### config.mk
export PLATFORM = sky130hd
export DESIGN_NAME = brl_fifo
export DESIGN_NICKNAME = d
export VERILOG_FILES = /design/src/hdl/block_record_lookup_core_assert.svh /design/src/hdl/brl_pkg.sv /design/src/hdl/brl_fifo.sv
export SDC_FILE = /design/constraint.sdc
export NUM_CORES = 1
export LEC_CHECK = 0
export BUFFER_PORTS_ARGS = -buffer_cell sky130_fd_sc_hd__buf_2
export CAP_MARGIN = 30
export CELL_PAD_IN_SITES_DETAIL_PLACEMENT = 1
export CELL_PAD_IN_SITES_GLOBAL_PLACEMENT = 1
export CORE_MARGIN = 2
export CORE_UTILIZATION = 30
export CTS_CLUSTER_DIAMETER = 60
export DETAILED_ROUTE_END_ITERATION = 10
export GPL_ROUTABILITY_DRIVEN = 0
export PLACE_DENSITY = 0.5
export SLEW_MARGIN = 0
export SYNTH_ARGS = -nofsm -noshare
export SYNTH_HDL_FRONTEND = slang
export SYNTH_SLANG_ARGS = --single-unit
### constraint.sdc
create_clock -name clk -period 3.9 [get_ports clk]
set_clock_uncertainty 0.05 [all_clocks]
set_input_delay 0.78 -clock clk [delete_from_list [all_inputs] [get_ports clk]]
set_output_delay 0.78 -clock clk [all_outputs]
set_load 0.01 [all_outputs]
### src/hdl/block_record_lookup_core_assert.svh
// Assertion macros used by the record lookup RTL.
// Expects clk and rst_n in the scope of the including module.
`ifndef BLOCK_RECORD_LOOKUP_CORE_ASSERT_SVH
`define BLOCK_RECORD_LOOKUP_CORE_ASSERT_SVH

// Condition holds in the same cycle as the trigger.
`define BRL_ASSERT_NOW(label, pre, post, msg) \
    label: assert property (@(posedge clk) disable iff (!rst_n) (pre) |-> (post)) \
        else $error(msg);

// Condition holds in the cycle after the trigger.
`define BRL_ASSERT_NEXT(label, pre, post, msg) \
    label: assert property (@(posedge clk) disable iff (!rst_n) (pre) |=> (post)) \
        else $error(msg);

`endif

### src/hdl/brl_pkg.sv
// Shared types and codes for the block record lookup core.
// No dependencies; imported by every module of the block except brl_ram.
`timescale 1ns / 1ps

package brl_pkg;

    localparam int SIZE_W = 10;
    localparam int IDX_W  = 16;
    localparam int LEN_W  = 16;
    localparam int WORD_W = 64;

    localparam logic [1:0] MODE_LOAD  = 2'd0;
    localparam logic [1:0] MODE_KEY   = 2'd1;
    localparam logic [1:0] MODE_VALUE = 2'd2;

    localparam logic KIND_KEY   = 1'b0;
    localparam logic KIND_VALUE = 1'b1;

    localparam logic [1:0] ST_OK    = 2'd0;
    localparam logic [1:0] ST_INDEX = 2'd1;
    localparam logic [1:0] ST_RANGE = 2'd2;

    localparam logic [SIZE_W-1:0] BLOCK_SIZE_RESET = 10'd512;
    localparam logic [SIZE_W-1:0] HDR_BYTES        = 10'd4;

    typedef enum logic [1:0] {
        OP_LOAD,
        OP_KEY,
        OP_VALUE
    } op_t;

    typedef struct packed {
        op_t              op;
        logic [8:0]       addr;
        logic [7:0]       data;
        logic [IDX_W-1:0] idx;
    } cmd_t;

    typedef struct packed {
        logic              kind;
        logic [WORD_W-1:0] word;
        logic [3:0]        byte_count;
        logic [LEN_W-1:0]  field_length;
        logic              last;
        logic [1:0]        status;
    } res_t;

    typedef enum logic [2:0] {
        S_IDLE,
        S_HDR,
        S_CHECK,
        S_LEN,
        S_SUM,
        S_POS,
        S_TAKE,
        S_DATA
    } bstate_t;

endpackage

### src/hdl/brl_fifo.sv
// Short request queue between the front end and the back end.
// Depends on brl_pkg for the request type.
`timescale 1ns / 1ps

module brl_fifo #(
    parameter int DEPTH = 4
) (
    input  logic          clk,
    input  logic          rst_n,
    input  logic          push,
    input  brl_pkg::cmd_t push_item,
    input  logic          pop,
    output brl_pkg::cmd_t pop_item,
    output logic          empty,
    output logic          full
);

    import brl_pkg::*;

    localparam int PTR_W = $clog2(DEPTH);
    localparam int CNT_W = $clog2(DEPTH + 1);

    cmd_t             q_mem [DEPTH];
    logic [PTR_W-1:0] wr_ptr_reg, wr_ptr_next;
    logic [PTR_W-1:0] rd_ptr_reg, rd_ptr_next;
    logic [CNT_W-1:0] cnt_reg, cnt_next;
    logic             do_push, do_pop;

    assign empty   = (cnt_reg == CNT_W'(0));
    assign full    = (cnt_reg == CNT_W'(DEPTH));
    assign do_push = push && !full;
    assign do_pop  = pop && !empty;
    assign pop_item = q_mem[rd_ptr_reg];

    always_comb
    begin
        wr_ptr_next = wr_ptr_reg;
        rd_ptr_next = rd_ptr_reg;
        cnt_next    = cnt_reg;
        if (do_push)
        begin
            wr_ptr_next = (wr_ptr_reg == PTR_W'(DEPTH - 1)) ? '0 : wr_ptr_reg + 1'b1;
        end
        if (do_pop)
        begin
            rd_ptr_next = (rd_ptr_reg == PTR_W'(DEPTH - 1)) ? '0 : rd_ptr_reg + 1'b1;
        end
        if (do_push && !do_pop)
        begin
            cnt_next = cnt_reg + 1'b1;
        end
        else if (do_pop && !do_push)
        begin
            cnt_next = cnt_reg - 1'b1;
        end
    end

    always_ff @(posedge clk or negedge rst_n)
    begin
        if (!rst_n)
        begin
            wr_ptr_reg <= '0;
            rd_ptr_reg <= '0;
            cnt_reg    <= '0;
        end
        else
        begin
            wr_ptr_reg <= wr_ptr_next;
            rd_ptr_reg <= rd_ptr_next;
            cnt_reg    <= cnt_next;
        end
    end

    always_ff @(posedge clk)
    begin
        if (do_push)
        begin
            q_mem[wr_ptr_reg] <= push_item;
        end
    end

endmodule

==> impl_metrics.ini <==
[logic_synthesis]
synth-simple-area-share = 0.0112
synth_flop_cell = edfxtp_1
ys_ff_latch = 147
seq_area_frac_synth = 0.797
synthCells = 220
syn_avg_cell_area_um2 = 25.0
synth_top_family_by_area = multiplexers
ys_types = 21
synth_fa_ha_area_frac = 0.0173
yosysTopAreaCellShare = 0.765
ys_warn_count = 0
synthMuxAreaShare = 0.153
synth_most_common_cell = edfxtp_1
syn_nets = 266
yosys.area_share.xor_xnor = 0.00478
async_flop_share = 0.0476
synth-compound-area-share = 0.00364
synth-edff-count = 140
synth_commonest_cells = edfxtp_1 (140), mux4_2 (35), dfrtp_1 (7)
synth_area_leaders = edfxtp_1 (77%), mux4_2 (14%), dfrtp_1 (3.2%), ha_1 (1.4%), buf_4 (0.55%)
yosysTopAreaCell = edfxtp_1
synth_area_um2 = 5490

[floorplanning]
io_pins = 76
die_h_um = 139
initial_core_util = 0.306
die_w_um = 139
num_rows = 49
die-area_um2 = 19400
core_region_area_um2 = 18000

[detailed_routing]
detail-route-antenna-nets = 0
drt-initial-drc-count = 109
route.detailed.drc = 0
wl_per_cell_um = 18.6
vias = 2494
dr.pass1.iters = 4
routed_wirelength_um = 10300
viasPerCell = 4.49

[worst_setup_path]
cp.arrival_ns = 2.17
start_kind = register
critPathRequiredTime_ns = 3.07
crit_path_end_kind = output pin
worstPathMaxFanout = 22
crit_type = reg2out

[clocking]
clock_path_buffers = 2
cts-buffers-inserted = 17
h-tree-depth = 4
root_buffer = clkbuf_16
cts_setup_buffers = 0
clock_latency_ns = 0.42
hold_buffers = 0
clkTransAtPathRegs_ns = 0.06
cts_tree = built
clock_sinks = 147
ctsResizeCount = 0

[timing]
tightest_slew_ns = 0.582
fin_crit_sh = 0.769
fin_hold_ws_ns = 0.144
max-slew-margin-rel = 0.612
setup_viol = 0
totalNegativeSetupSlack_ns = 0
rsz0062_at_grt = no
hold_viol = 0
max_freq_mhz = 334
fin_crit_ns = 3.00
maxSlewViolCount = 0

[global_route]
grt-ovfl-total = 0
grt_max_degree = 29
grt_pass1_wl_um = 16400
track_usage = 0.115
grt_pass1_vias = 2850
antenna_found_initial = 1

[worst_hold_path]
hp-class = in2async

[power]
ir_drop_mv = 0.338
power_density_nw_per_um2 = 781
power.leakage_nw = 2.34

[run_status]
status = complete, no violations

[cells_and_area]
largest_register_ffs = 140
fin_nets = 360
drive_gt1_frac = 0.495
num_antenna_cells = 0
seqCellArea_um2 = 4380
fillers = 1744
multi_input_area_um2 = 1050
syn2layout_area_growth_pct = 23.6

[placement]
hpwl_um = 6640
portBuffers = 75

[flow_run]
maxCapViolCount = 0
## path summary, 6_finish.rpt
| path | cells past startpoint | slack, ns | end | from |
|---|---|---|---|---|
| worst max-delay path | 3 | 0.90 | pop_item[31] | rd_ptr_reg[0] |
| worst min-delay path | 1 | 0.14 | cnt_reg[0] | rst_n |
| worst max register to register | 4 | 1.53 | q_mem[1][25] | cnt_reg[2] |
| worst min register to register | 1 | 0.50 | cnt_reg[2] | cnt_reg[2] |
| max in group asynchronous | 1 | 3.47 | rd_ptr_reg[1] | rst_n |
| min in group clk | 1 | 0.50 | cnt_reg[2] | cnt_reg[2] |
## power by group
group / leakage, nW / internal, W / total [W] / switching [W]
clock network: 0.274 / 0.000999 / 0.00161 / 0.000614
registers: 1.36 / 0.00209 / 0.00228 / 0.000183
logic: 0.708 / 0.000706 / 0.00141 / 0.000706
## per-stage QoR
stage / area, µm² / utilization / instances / power, W / worst slack, ns
floorplan: 5490 / - / 220 / 0.00320 / 1.52
CTS: 6790 / 0.378 / 556 / 0.00541 / 0.804
detailed placement: 6200 / 0.345 / 524 / 0.00379 / 1.17
global route: 6790 / 0.378 / 556 / 0.00560 / 0.712
global placement: 6180 / 0.344 / 523 / 0.00374 / 1.24
finish: 6790 / 0.378 / 556 / 0.00530 / 0.902
## cell families after synthesis
group                      count (synthesis)
DFF                                      147
muxes                                     39
buffers and inverters                     12
and+or+nand+nor                           10
adders and majority gates                  7
xor gates and xnor gates                   3
AOI/OAI and AO/OA                          2
## critical path, cell delays in order, from the launching register on
cell     delay [ns]
dfrtp_2        0.74
buf_12         0.29
mux4_2         0.54
buf_2          0.16
## layer usage
| metal | wire, µm | up-vias | GRT usage |
|---|---|---|---|
| met5 | 13 | - | 0 |
| met4 | 132 | 2 | 0.0399 |
| met3 | 612 | 13 | 0.0506 |
| met2 | 5050 | 63 | 0.179 |
| met1 | 4520 | 1302 | 0.144 |
| li1 | - | 1114 | - |
## cell type report
class / instances / area share
clock buffers: 18 / 0.0632
clock inverters: 14 / 0.0241
inverters: 3 / 0.00166
multi-input cells: 61 / 0.154
flip-flops and latches: 147 / 0.645
well taps: 229 / 0.0422
repair buffers: 84 / 0.0689
## cells in the final DEF (no fill, tap or decap), drive strengths merged
master    Yosys  final
and2          4      4
fa            1      1
xor2          2      2
a21o          1      1
clkinvlp      0      6
mux2          4      4
inv           3      3
dfrtp         7      7
bufinv        0      3
ha            6      6
o31ai         1      1
nor2          2      2
nor2b         1      1
edfxtp      140    140
buf           7     84
nor3          2      2
clkbuf        2     18
nor3b         1      1
mux4         35     35
xnor2         1      1
clkinv        0      5
Note: power is estimated with default switching activity, not from simulation.
